--- src/coapv_pkg.sv ---
package coapv_pkg;

  localparam int COUNT_BITS_DEF = 17;
  localparam int LEN_W = 17;
  localparam logic [15:0] MAX_SIZE_RESET = 16'd1152;

  localparam logic [7:0] PAYLOAD_MARKER = 8'hFF;
  localparam logic [3:0] NIBBLE_RESERVED = 4'hF;
  localparam logic [3:0] NIBBLE_EXT1 = 4'd13;
  localparam logic [3:0] NIBBLE_EXT2 = 4'd14;
  localparam logic [3:0] EXT_BIAS = 4'd12;
  localparam logic [LEN_W-1:0] EXT1_BASE = LEN_W'(13);
  localparam logic [LEN_W-1:0] EXT2_BASE = LEN_W'(269);
  localparam logic [3:0] TOKEN_NIB_MAX = 4'd8;
  localparam logic [1:0] PROTO_VER = 2'd1;

  typedef enum logic [7:0] {
    PH_HEADER  = 8'b0000_0001,
    PH_TOKEN   = 8'b0000_0010,
    PH_OPT     = 8'b0000_0100,
    PH_DEXT    = 8'b0000_1000,
    PH_LEXT    = 8'b0001_0000,
    PH_VALUE   = 8'b0010_0000,
    PH_PAYLOAD = 8'b0100_0000,
    PH_HALT    = 8'b1000_0000
  } phase_t;

  typedef enum logic [1:0] {
    OPT_NONE    = 2'd0,
    OPT_BAD_NIB = 2'd1,
    OPT_OVERRUN = 2'd2
  } opt_err_t;

  typedef enum logic [2:0] {
    ERR_OK          = 3'd0,
    ERR_SMALL       = 3'd1,
    ERR_VERSION     = 3'd2,
    ERR_LARGE       = 3'd3,
    ERR_TOKEN       = 3'd4,
    ERR_EMPTY_EXTRA = 3'd5,
    ERR_BAD_NIBBLE  = 3'd6,
    ERR_OVERRUN     = 3'd7
  } err_code_t;

  typedef struct packed {
    logic       bad_version;
    logic       empty_code;
    logic [3:0] tok_nib;
    opt_err_t   opt_err;
  } coapv_status_t;

endpackage

--- src/coapv_if.sv ---
interface coapv_in_if;
  logic       valid;
  logic       ready;
  logic [7:0] data_byte;
  logic       last_byte;

  modport source(output valid, output data_byte, output last_byte, input ready);
  modport sink(input valid, input data_byte, input last_byte, output ready);
endinterface

interface coapv_out_if;
  logic       valid;
  logic       ready;
  logic       message_valid;
  logic [2:0] error_code;

  modport source(output valid, output message_valid, output error_code, input ready);
  modport sink(input valid, input message_valid, input error_code, output ready);
endinterface

--- src/coapv_parser.sv ---
module coapv_parser import coapv_pkg::*; #(
  parameter int COUNT_BITS = COUNT_BITS_DEF
) (
  input  logic                  clk,
  input  logic                  rst_n,
  input  logic                  accept,
  input  logic [7:0]            data_byte,
  input  logic                  last_byte,
  output logic [COUNT_BITS-1:0] size_nxt,
  output coapv_status_t         stat
);

  localparam logic [COUNT_BITS-1:0] COUNT_MAX = '1;
  localparam int WIDE = (COUNT_BITS > LEN_W ? COUNT_BITS : LEN_W) + 1;

  logic [COUNT_BITS-1:0] byte_count_r, byte_count_nxt;
  phase_t                phase_r, phase_nxt;
  logic [3:0]            tok_nib_r, tok_nib_nxt;
  logic [1:0]            flags_r, flags_nxt;
  logic [3:0]            pend_nib_r, pend_nib_nxt;
  logic [7:0]            ext_hold_r, ext_hold_nxt;
  logic [COUNT_BITS-1:0] skip_r, skip_nxt;
  opt_err_t              opt_err_r, opt_err_nxt;

  logic [COUNT_BITS-1:0] skip_dec;
  logic [LEN_W-1:0]      ext_len;
  logic [WIDE-1:0]       ext_len_w;
  logic [3:0]            nib_d, nib_l, len_nib;
  opt_err_t              opt_err_fin;

  assign skip_dec = (skip_r != '0) ? skip_r - COUNT_BITS'(1) : '0;
  assign nib_d = data_byte[7:4];
  assign nib_l = data_byte[3:0];

  always_comb begin
    if (pend_nib_r == NIBBLE_EXT1) begin
      ext_len = EXT1_BASE + LEN_W'(data_byte);
    end else begin
      ext_len = EXT2_BASE + LEN_W'({ext_hold_r, data_byte});
    end
    ext_len_w = WIDE'(ext_len);
  end

  always_comb begin
    byte_count_nxt = (byte_count_r == COUNT_MAX) ? COUNT_MAX : byte_count_r + COUNT_BITS'(1);
    phase_nxt      = phase_r;
    tok_nib_nxt    = tok_nib_r;
    flags_nxt      = flags_r;
    pend_nib_nxt   = pend_nib_r;
    ext_hold_nxt   = ext_hold_r;
    skip_nxt       = skip_r;
    opt_err_nxt    = opt_err_r;
    len_nib        = pend_nib_r;
    case (phase_r)
      PH_HEADER: begin
        if (byte_count_r == '0) begin
          if (data_byte[7:6] != PROTO_VER) flags_nxt[0] = 1'b1;
          tok_nib_nxt = data_byte[3:0];
        end else if (byte_count_r == COUNT_BITS'(1)) begin
          if (data_byte == 8'd0) flags_nxt[1] = 1'b1;
        end else if (byte_count_r >= COUNT_BITS'(3)) begin
          if (tok_nib_r == 4'd0) begin
            phase_nxt = PH_OPT;
          end else begin
            skip_nxt  = COUNT_BITS'(tok_nib_r);
            phase_nxt = PH_TOKEN;
          end
        end
      end
      PH_TOKEN, PH_VALUE: begin
        skip_nxt = skip_dec;
        if (skip_dec == '0) phase_nxt = PH_OPT;
      end
      PH_OPT: begin
        if (data_byte == PAYLOAD_MARKER) begin
          phase_nxt = PH_PAYLOAD;
        end else if (nib_d == NIBBLE_RESERVED || nib_l == NIBBLE_RESERVED) begin
          opt_err_nxt = OPT_BAD_NIB;
          phase_nxt   = PH_HALT;
        end else begin
          pend_nib_nxt = nib_l;
          len_nib      = nib_l;
          if (nib_d >= NIBBLE_EXT1) begin
            skip_nxt  = COUNT_BITS'(nib_d - EXT_BIAS);
            phase_nxt = PH_DEXT;
          end else if (len_nib >= NIBBLE_EXT1) begin
            skip_nxt  = COUNT_BITS'(len_nib - EXT_BIAS);
            phase_nxt = PH_LEXT;
          end else if (len_nib == 4'd0) begin
            phase_nxt = PH_OPT;
          end else begin
            skip_nxt  = COUNT_BITS'(len_nib);
            phase_nxt = PH_VALUE;
          end
        end
      end
      PH_DEXT: begin
        skip_nxt = skip_dec;
        if (skip_dec == '0) begin
          if (len_nib >= NIBBLE_EXT1) begin
            skip_nxt  = COUNT_BITS'(len_nib - EXT_BIAS);
            phase_nxt = PH_LEXT;
          end else if (len_nib == 4'd0) begin
            phase_nxt = PH_OPT;
          end else begin
            skip_nxt  = COUNT_BITS'(len_nib);
            phase_nxt = PH_VALUE;
          end
        end
      end
      PH_LEXT: begin
        if (skip_r >= COUNT_BITS'(2)) begin
          ext_hold_nxt = data_byte;
          skip_nxt     = COUNT_BITS'(1);
        end else begin
          // Extended lengths reach 65804, which can exceed the counter.
          if (ext_len_w > WIDE'(COUNT_MAX)) begin
            skip_nxt = COUNT_MAX;
          end else begin
            skip_nxt = ext_len_w[COUNT_BITS-1:0];
          end
          phase_nxt = PH_VALUE;
        end
      end
      default: begin
      end
    endcase
  end

  always_comb begin
    opt_err_fin = opt_err_nxt;
    if (opt_err_nxt == OPT_NONE &&
        (phase_nxt == PH_TOKEN || phase_nxt == PH_DEXT ||
         phase_nxt == PH_LEXT || phase_nxt == PH_VALUE)) begin
      opt_err_fin = OPT_OVERRUN;
    end
  end

  assign size_nxt         = byte_count_nxt;
  assign stat.bad_version = flags_nxt[0];
  assign stat.empty_code  = flags_nxt[1];
  assign stat.tok_nib     = tok_nib_nxt;
  assign stat.opt_err     = opt_err_fin;

  always_ff @(posedge clk) begin
    if (!rst_n || (accept && last_byte)) begin
      byte_count_r <= '0;
      phase_r      <= PH_HEADER;
      tok_nib_r    <= '0;
      flags_r      <= '0;
      pend_nib_r   <= '0;
      ext_hold_r   <= '0;
      skip_r       <= '0;
      opt_err_r    <= OPT_NONE;
    end else if (accept) begin
      byte_count_r <= byte_count_nxt;
      phase_r      <= phase_nxt;
      tok_nib_r    <= tok_nib_nxt;
      flags_r      <= flags_nxt;
      pend_nib_r   <= pend_nib_nxt;
      ext_hold_r   <= ext_hold_nxt;
      skip_r       <= skip_nxt;
      opt_err_r    <= opt_err_nxt;
    end
  end

endmodule

--- src/coap_message_verifier.sv ---
// CoAP message verifier: bytes of one message enter on in_chan in wire order, one per cycle,
// with last_byte set on the final byte; for each message one verdict (message_valid and an
// error_code, lowest failing check first) leaves on out_chan in the cycle after that final byte
// transfer. The block takes one byte in every cycle; the only pause comes from a verdict
// still held in the output register while out_chan stalls. The user sets max_message_size
// by cfg_we/cfg_wdata between messages; the block does not enforce it. Resets to 1152.
module coap_message_verifier import coapv_pkg::*; #(
  parameter int COUNT_BITS = COUNT_BITS_DEF
) (
  input  logic        clk,
  input  logic        rst_n,
  coapv_in_if.sink    in_chan,
  coapv_out_if.source out_chan,
  input  logic        cfg_we,
  input  logic [15:0] cfg_wdata
);

  localparam int WIDE = (COUNT_BITS > 16 ? COUNT_BITS : 16) + 1;

  logic [15:0]           max_size_r;
  logic                  out_valid_r;
  logic                  msg_ok_r;
  err_code_t             code_r;
  err_code_t             code_nxt;
  logic                  accept;
  logic [COUNT_BITS-1:0] size_nxt;
  logic [WIDE-1:0]       size_w;
  coapv_status_t         stat;

  assign in_chan.ready = !out_valid_r || out_chan.ready;
  assign accept        = in_chan.valid && in_chan.ready;

  coapv_parser #(
    .COUNT_BITS(COUNT_BITS)
  ) u_parser (
    .clk       (clk),
    .rst_n     (rst_n),
    .accept    (accept),
    .data_byte (in_chan.data_byte),
    .last_byte (in_chan.last_byte),
    .size_nxt  (size_nxt),
    .stat      (stat)
  );

  assign size_w = WIDE'(size_nxt);

  always_comb begin
    if (size_w < WIDE'(4)) begin
      code_nxt = ERR_SMALL;
    end else if (stat.bad_version) begin
      code_nxt = ERR_VERSION;
    end else if (size_w > WIDE'(max_size_r)) begin
      code_nxt = ERR_LARGE;
    end else if (stat.tok_nib > TOKEN_NIB_MAX) begin
      code_nxt = ERR_TOKEN;
    end else if (stat.empty_code && size_w != WIDE'(4)) begin
      code_nxt = ERR_EMPTY_EXTRA;
    end else if (stat.opt_err == OPT_BAD_NIB) begin
      code_nxt = ERR_BAD_NIBBLE;
    end else if (stat.opt_err == OPT_OVERRUN) begin
      code_nxt = ERR_OVERRUN;
    end else begin
      code_nxt = ERR_OK;
    end
  end

  always_ff @(posedge clk) begin
    if (!rst_n) begin
      max_size_r <= MAX_SIZE_RESET;
    end else if (cfg_we) begin
      max_size_r <= cfg_wdata;
    end
  end

  always_ff @(posedge clk) begin
    if (!rst_n) begin
      out_valid_r <= 1'b0;
    end else if (accept && in_chan.last_byte) begin
      out_valid_r <= 1'b1;
    end else if (out_chan.ready) begin
      out_valid_r <= 1'b0;
    end
  end

  always_ff @(posedge clk) begin
    if (accept && in_chan.last_byte) begin
      code_r   <= code_nxt;
      msg_ok_r <= (code_nxt == ERR_OK);
    end
  end

  assign out_chan.valid         = out_valid_r;
  assign out_chan.message_valid = msg_ok_r;
  assign out_chan.error_code    = code_r;

endmodule
--- src/flat_wrapper.sv ---
// flat-port wrapper written by rule: the top's interface ports become plain ports
module coap_message_verifier_flat import coapv_pkg::*;
#(
  parameter int COUNT_BITS = COUNT_BITS_DEF
)
  (clk, rst_n, cfg_we, cfg_wdata, in_chan_valid, in_chan_data_byte, in_chan_last_byte, in_chan_ready, out_chan_valid, out_chan_message_valid, out_chan_error_code, out_chan_ready);
  coapv_in_if in_chan_i ();
  coapv_out_if out_chan_i ();
  input  logic clk;
  input  logic rst_n;
  input  logic cfg_we;
  input  logic [15:0] cfg_wdata;
  input wire logic [$bits(in_chan_i.valid)-1:0] in_chan_valid;
  input wire logic [$bits(in_chan_i.data_byte)-1:0] in_chan_data_byte;
  input wire logic [$bits(in_chan_i.last_byte)-1:0] in_chan_last_byte;
  output wire logic [$bits(in_chan_i.ready)-1:0] in_chan_ready;
  output wire logic [$bits(out_chan_i.valid)-1:0] out_chan_valid;
  output wire logic [$bits(out_chan_i.message_valid)-1:0] out_chan_message_valid;
  output wire logic [$bits(out_chan_i.error_code)-1:0] out_chan_error_code;
  input wire logic [$bits(out_chan_i.ready)-1:0] out_chan_ready;
  assign in_chan_i.valid = in_chan_valid;
  assign in_chan_i.data_byte = in_chan_data_byte;
  assign in_chan_i.last_byte = in_chan_last_byte;
  assign in_chan_ready = in_chan_i.ready;
  assign out_chan_valid = out_chan_i.valid;
  assign out_chan_message_valid = out_chan_i.message_valid;
  assign out_chan_error_code = out_chan_i.error_code;
  assign out_chan_i.ready = out_chan_ready;
  coap_message_verifier #(.COUNT_BITS(COUNT_BITS)) u_core (.clk(clk), .rst_n(rst_n), .in_chan(in_chan_i), .out_chan(out_chan_i), .cfg_we(cfg_we), .cfg_wdata(cfg_wdata));
endmodule
--- config.mk ---
export PLATFORM = sky130hd
export DESIGN_NAME = coap_message_verifier_flat
export DESIGN_NICKNAME = d
export VERILOG_FILES = /design/src/coapv_pkg.sv /design/src/coapv_if.sv /design/src/coapv_parser.sv /design/src/coap_message_verifier.sv /design/src/flat_wrapper.sv
export SDC_FILE = /design/constraint.sdc
export NUM_CORES = 1
export LEC_CHECK = 0
export ABC_AREA = 1
export ABC_CLOCK_PERIOD_IN_PS = 5470
export BUFFER_PORTS_ARGS = -buffer_cell sky130_fd_sc_hd__buf_2
export CAP_MARGIN = 20
export CORE_ASPECT_RATIO = 2
export CORE_MARGIN = 10
export CORE_UTILIZATION = 50
export DETAILED_ROUTE_END_ITERATION = 8
export HOLD_SLACK_MARGIN = 0.05
export PLACE_DENSITY = 0.67
export SLEW_MARGIN = 20
export SYNTH_ARGS = -nofsm -noshare
export SYNTH_HDL_FRONTEND = slang
export SYNTH_HIERARCHICAL = 1
export SYNTH_SLANG_ARGS = --single-unit
--- constraint.sdc ---
create_clock -name clk -period 5.47 [get_ports clk]
set_clock_uncertainty 0.05 [all_clocks]
set_input_delay 0.547 -clock clk [delete_from_list [all_inputs] [get_ports clk]]
set_output_delay 0.547 -clock clk [all_outputs]
set_load 0.01 [all_outputs]
# [After elaboration in Yosys (flattened, before gate mapping)]
# Index checks and enable logic that the tools add are counted.
[word_totals] output_inout_bits=6 input_bits=30 register_bits=83
[op_classes] bitwise=2 n_eq_ne=27 n_lt_le_gt_ge=9 n_addsub=7 reduce_logical=27 muxes=54
[ops] op="$mux W17" n=17
[ops] op="$pmux W17 S5" n=1
[ops] op="$mux W8" n=8
[ops] op="$pmux W8 S5" n=1
[ops] op="$ge A17 B2 Y1 const B" n=2
[ops] op="$logic_not A17 Y1" n=2
[ops] op="$mux W6" n=5
[ops] op="$mux W3" n=8
[ops] op="$add A17 B1 Y17 const B" n=1
[ops] op="$add A9 B16 Y17 const A" n=1
[ops] op="$eq A17 B1 Y1 const B" n=1
[ops] op="$eq A17 B17 Y1 const B" n=1
[ops] op="$gt A17 B16 Y1" n=1
[ops] op="$gt A17 B17 Y1 const B" n=1
[ops] op="$lt A17 B3 Y1 const B" n=1
[ops] op="$ne A17 B3 Y1 const B" n=1
[ops] op="$reduce_bool A17 Y1" n=1
[ops] op="$sub A17 B1 Y17 const B" n=1
[ops] op="$eq A8 B2 Y1 const B" n=2
[ops] op="$eq A8 B4 Y1 const B" n=2
[ops] op="$eq A8 B5 Y1 const B" n=2
[ops] op="$eq A8 B6 Y1 const B" n=2
[ops] op="$sub A4 B4 Y5 const B" n=3
[ops] op="$eq A4 B4 Y1 const B" n=3
[ops] op="28 further kinds" n=58

# [Logic depth before layout (Yosys ltp)]
[logic_depth] depth_word=22 depth_mapped=29

# [Modules after synthesis]
# Netlist, hierarchy kept.
[modules_own_cells] module="coapv_parser" n_inst=1 area_per_inst_um2=4904.7 cells_each=806 seq_area_each_um2=1241.2
[modules_own_cells] module="coap_message_verifier" n_inst=1 area_per_inst_um2=1361.3 cells_each=192 seq_area_each_um2=460.4

# [Worst setup path after synthesis]
# OpenSTA, ideal clock, no wires.
[synth_path] path_kind="flip-flop to flip-flop" startpoint="register u_core.u_parser.byte_count_r[0]" endpoint="register u_core.msg_ok_r (netlist: u_core/out_chan.message_valid) (data pin)" n_path_buf=0 path_slack_ns=2.390 period_less_slack_ns=3.080 arrival_ns=2.778 path_stages_with_launch=22 path_cell_list="dfxtp_1 -> nand2_1 -> nor3_1 -> nand3_1 -> nor2_1 -> inv_1 -> nor4_1 -> nand3_1 -> nand2_1 -> nand3_1 -> ha_1 -> nand2_2 -> nor2_4 -> nand2_1 -> nor2_1 -> nor2_1 -> nand2_1 -> nand2_2 -> nand2_1 -> nand2_1 -> nand2_2 -> nor2_2"
[synth_via] elab_cells_between_ends=40 classes_between="add/sub: 1; order compare: 4; eq/ne: 9; mux: 19; reduce/logical: 7"
[synth_rtl] element="start, declared" line_no="coapv_parser.sv:16" text="logic [COUNT_BITS-1:0] byte_count_r, byte_count_nxt;"
[synth_rtl] element="start signal, assigned" line_no="coapv_parser.sv:156" text="byte_count_r <= byte_count_nxt;"
[synth_rtl] element="$add A17 B1 Y17 / $eq A17 B17 Y1 (equally long branches)" line_no="coapv_parser.sv:45" text="byte_count_nxt = (byte_count_r == COUNT_MAX) ? COUNT_MAX : byte_count_r + COUNT_BITS'(1);"
[synth_rtl] element="$mux W17 *" line_no="coapv_parser.sv:45"
[synth_rtl] element="via u_core.size_nxt[15]" line_no="coap_message_verifier.sv:26" text="logic [COUNT_BITS-1:0] size_nxt;"
[synth_rtl] element="parallel branches: the longest is 6 deep, another holds $gt A17 B16 Y1"
[synth_rtl] element="$mux W3 *" line_no="coap_message_verifier.sv:48" text="if (size_w < WIDE'(4)) begin"
[synth_rtl] element="via u_core.code_nxt[0]" line_no="coap_message_verifier.sv:24" text="err_code_t code_nxt;"
[synth_rtl] element="$logic_not A3 Y1 *" line_no="coap_message_verifier.sv:88" text="msg_ok_r <= (code_nxt == ERR_OK);"
[synth_rtl] element="end signal, assigned" line_no="coap_message_verifier.sv:88"
[synth_rtl] element="end, declared" line_no="coap_message_verifier.sv:22" text="logic msg_ok_r;"
# Mark *: on every way through the listed nets, which the timed path passes.
# A chain may end at the register's enable or synchronous reset.

# [Final worst setup path]
[layout_path] startpoint="register u_core.u_parser.byte_count_r[0]" endpoint="register u_core.code_r[0] (netlist: u_core/out_chan.error_code[0]) (data pin)"
[layout_via] elab_cells_between_ends=39 classes_between="add/sub: 1; order compare: 4; eq/ne: 9; mux: 19; reduce/logical: 6"
[layout_rtl] element="$add A17 B1 Y17 / $eq A17 B17 Y1 (equally long branches)" line_no="coapv_parser.sv:45"
[layout_rtl] element="$mux W17 *" line_no="coapv_parser.sv:45"
[layout_rtl] element="via u_core.size_nxt[11]" line_no="coap_message_verifier.sv:26"
[layout_rtl] element="parallel branches: the longest is 6 deep, another holds $gt A17 B16 Y1"
[layout_rtl] element="$mux W3 *" line_no="coap_message_verifier.sv:48"
[layout_rtl] element="via u_core.code_nxt[0]" line_no="coap_message_verifier.sv:24"
[layout_rtl] element="end signal, assigned" line_no="coap_message_verifier.sv:87" text="code_r <= code_nxt;"
[layout_rtl] element="end, declared" line_no="coap_message_verifier.sv:23" text="err_code_t code_r;"
# Marked as above.

==> results.py <==
metrics = {
    "run_status": {
        "outcome": "finished, final reports clean",
    },
    "final_layout": {
        "nFillCells": 1310,
        "drive_above_1_share_pct": 9.41,
        "syn_to_final_growth_pct": 9.72,
        "layout_commonest_cell": "nand2_1",
        "num-nets-final": 1092,
        "final_util_pct": 56.4,
        "design_area_um2": 6880,
        "num_antenna_cells": 0,
        "layout_common_cells": "198 x nand2_1, 177 x inv_1, 110 x nor2_1",
        "fin_cells": 1178,
    },
    "synth": {
        "synth_area_per_cell_um2": 6.28,
        "synth_edf_count": 4,
        "yosys_warnings": 6,
        "yosysUniqueCellTypes": 46,
        "ys_ff_latch": 83,
        "synth_flop_cell": "dfxtp_1",
        "syn_inst": 998,
        "syn_area_um2": 6270,
        "syn_nets": 1064,
        "synth_seq_area_share_pct": 27.2,
        "async_reset_ff_share_pct": 0,
    },
    "sta": {
        "worst_pin_slew_ns": 0.904,
        "finalMaxSlewViolations": 0,
        "fin_crit_ns": 3.84,
        "fin_hold_ws_ns": 0.369,
        "slew_headroom_pct": 39.6,
        "fmax_ghz": 0.261,
        "fin_ws_ns": 1.63,
        "fin_tns_setup_ns": 0,
        "setup_viol": 0,
        "finalCritPeriodShare_pct": 70.1,
        "hold_violations": 0,
        "grt_setup_unrepaired": "false",
    },
    "worst_setup_path": {
        "critPathMostFrequentCell": "nand2_1",
        "r2r_start": "u_core/u_parser/byte_count_r[0]",
        "path_cells": "ha_1, inv_1, nor2_1, inv_1, nor3_1, nand2_1, nor2_1, nand3_1, o21ai_0, ha_1, nand2_1, inv_2, nand2_1, nand2_1, nand2_1, nand2_1, nor2_1, nand2_1, nand2_2, nand2_1, nand2_1, nand2_2",
        "critPathTopFamily": "simple AND/OR/NAND/NOR gates",
        "arrival_ns": 3.88,
        "crit_buf_inv": 3,
        "crit_path_start_kind": "register",
        "endpoint_kind": "register",
        "critical_path_required_ns": 5.51,
        "slowest_stage": "nand3_1",
        "worstSetupStartpoint": "u_core/u_parser/byte_count_r[0]",
        "path_class": "register to register",
        "cp_max_fo": 15,
        "max_stage_delay_ns": 0.45,
    },
    "hold_path": {
        "min_from": "cfg_wdata[10]",
        "hp-class": "primary input to register",
    },
    "clocking": {
        "cts_tree": "done",
        "clockRootBuffer": "clkbuf_16",
        "post-cts-setup-buffers": 0,
        "hold_buffers": 0,
        "cts_resized": 0,
        "insertion_delay_ns": 0.35,
        "htreeDepth": 3,
        "numCtsBuffers": 9,
        "clockBufferDepth": 2,
        "clock-sinks": 83,
        "clk_pin_slew_ns": 0.06,
    },
    "route": {
        "routed_via_density": 5.48,
        "wire_per_inst_um": 16.5,
        "vias": 6450,
        "drc": 0,
        "wl_mm": 19.5,
        "drtIter0Drc": 307,
        "ant_nets": 0,
        "first_pass_iters": 5,
    },
    "pwr": {
        "total_power_mw": 1.93,
        "powerDensity_nw_per_um2": 280,
        "peakVddDrop_mv": 0.194,
        "p_leak_nw": 3.36,
    },
    "floorplanning": {
        "io_pins": 36,
        "die_area_um2": 17700,
        "start_util_pct": 51.4,
        "die_x_um": 99.2,
        "die_h_um": 178,
        "num_rows": 57,
        "core_um2": 12200,
    },
    "placement": {
        "place_ws_ns": 1.68,
        "place_hpwl_mm": 15.5,
        "place_congestion": 0.988,
        "portBuffers": 35,
        "place_area_um2": 6550,
        "placed_cells": 1162,
    },
    "grt": {
        "grt_use_total_pct": 21.9,
        "grt_pass1_vias": 6326,
        "grt_pass1_wl_mm": 31.0,
        "grt_max_degree": 51,
        "antenna_found_initial": 0,
        "overflow": 0,
    },
    "flow_run": {
        "drv_cap": 0,
    },
}
[cell type report]
| cell class | instances | area (um2) | area share [%] |
|---|---|---|---|
| Timing Repair Buffer | 38 | 198 | 2.88 |
| Inverter | 183 | 687 | 9.99 |
| Clock buffer | 9 | 225 | 3.28 |
| Multi-Input combinational cell | 711 | 3780 | 55.0 |
| Sequential cell | 83 | 1700 | 24.7 |
| Tap cell | 147 | 184 | 2.68 |
| Clock inverter | 7 | 100 | 1.46 |
[worst paths after layout]
path | endpoint | slack [ns] | cells past startpoint
max reg2reg | u_core/out_chan.error_code[0] | 1.63 | 22
min reg2reg | u_core/u_parser/opt_err_r[1] | 0.41 | 2
max | u_core/out_chan.error_code[0] | 1.63 | 22
min | u_core/max_size_r[10] | 0.37 | 3
[layer usage]
layer	routed length [um]	part of all wire [%]	vias up	global-route usage, %
met5	0	0	-	0
met4	1370	7.1	0	15.6
met3	633	3.3	76	3.22
met2	10900	56	176	43.3
met1	6530	34	2895	19.2
li1	-	-	3303	-
[where the power goes]
part | internal [mW] | switching, mW | leakage, nW | total [mW]
logic | 0.187 | 0.403 | 2.52 | 0.590
registers | 0.641 | 0.0215 | 0.684 | 0.662
clock network | 0.404 | 0.269 | 0.156 | 0.673
[worst min-delay path, cell delays in order]
cell and delay (ns):
buf_2 0.08, a21oi_1 0.05, o21ai_0 0.06
[kinds of logic (layout without fill, tap and decap cells)]
family | Yosys count | after routing | synth area share [%]
AND/OR/NAND/NOR | 450 | 450 | 32.6
AO/OA/AOI/OAI | 210 | 210 | 18.5
buffers and inverters | 204 | 237 | 12.5
flip-flops | 83 | 83 | 27.2
adder cells (fa/ha/maj) | 36 | 36 | 7.19
XOR/XNOR | 15 | 15 | 2.10
[state kept, by name (all words and copies together), names as in the netlist]
signal,flops
u_core/max_size_r,16
u_core/u_parser/ext_hold_r,8
u_core/u_parser/pend_nib_r,4
u_core/u_parser/phase_r,8
u_core/u_parser/byte_count_r,17
u_core/u_parser/flags_r,2
u_core/out_chan.valid,1
u_core/out_chan.error_code,3
u_core/u_parser/opt_err_r,2
u_core/u_parser/skip_r,17
u_core/u_parser/tok_nib_r,4
u_core/out_chan.message_valid,1
[synth_stat cells (3+ instances only)]
cell type | count | area share (%)
o21ai_1 | 4 | 0.32
o21ai_0 | 81 | 6.5
nor4_1 | 6 | 0.60
xor2_1 | 12 | 1.7
inv_1 | 177 | 11
nor2_1 | 110 | 6.6
nand4_1 | 12 | 1.2
inv_2 | 6 | 0.36
xnor2_1 | 3 | 0.42
a31oi_1 | 6 | 0.60
nand2_1 | 198 | 12
nor3_1 | 18 | 1.4
nor3b_1 | 4 | 0.48
nand3_2 | 4 | 0.64
nand2_2 | 13 | 1.3
nor4_2 | 3 | 0.60
o21bai_1 | 3 | 0.36
a211oi_1 | 8 | 0.96
o22ai_1 | 9 | 0.90
ha_1 | 36 | 7.2
nor2_4 | 3 | 0.54
edfxtp_1 | 4 | 1.9
dfxtp_1 | 79 | 25
o211ai_1 | 4 | 0.48
nor2_2 | 10 | 1.0
a21oi_1 | 82 | 6.5
clkbuf_1 | 18 | 1.1
nand3_1 | 61 | 4.9
Note: power is estimated with default switching activity, not from simulation.
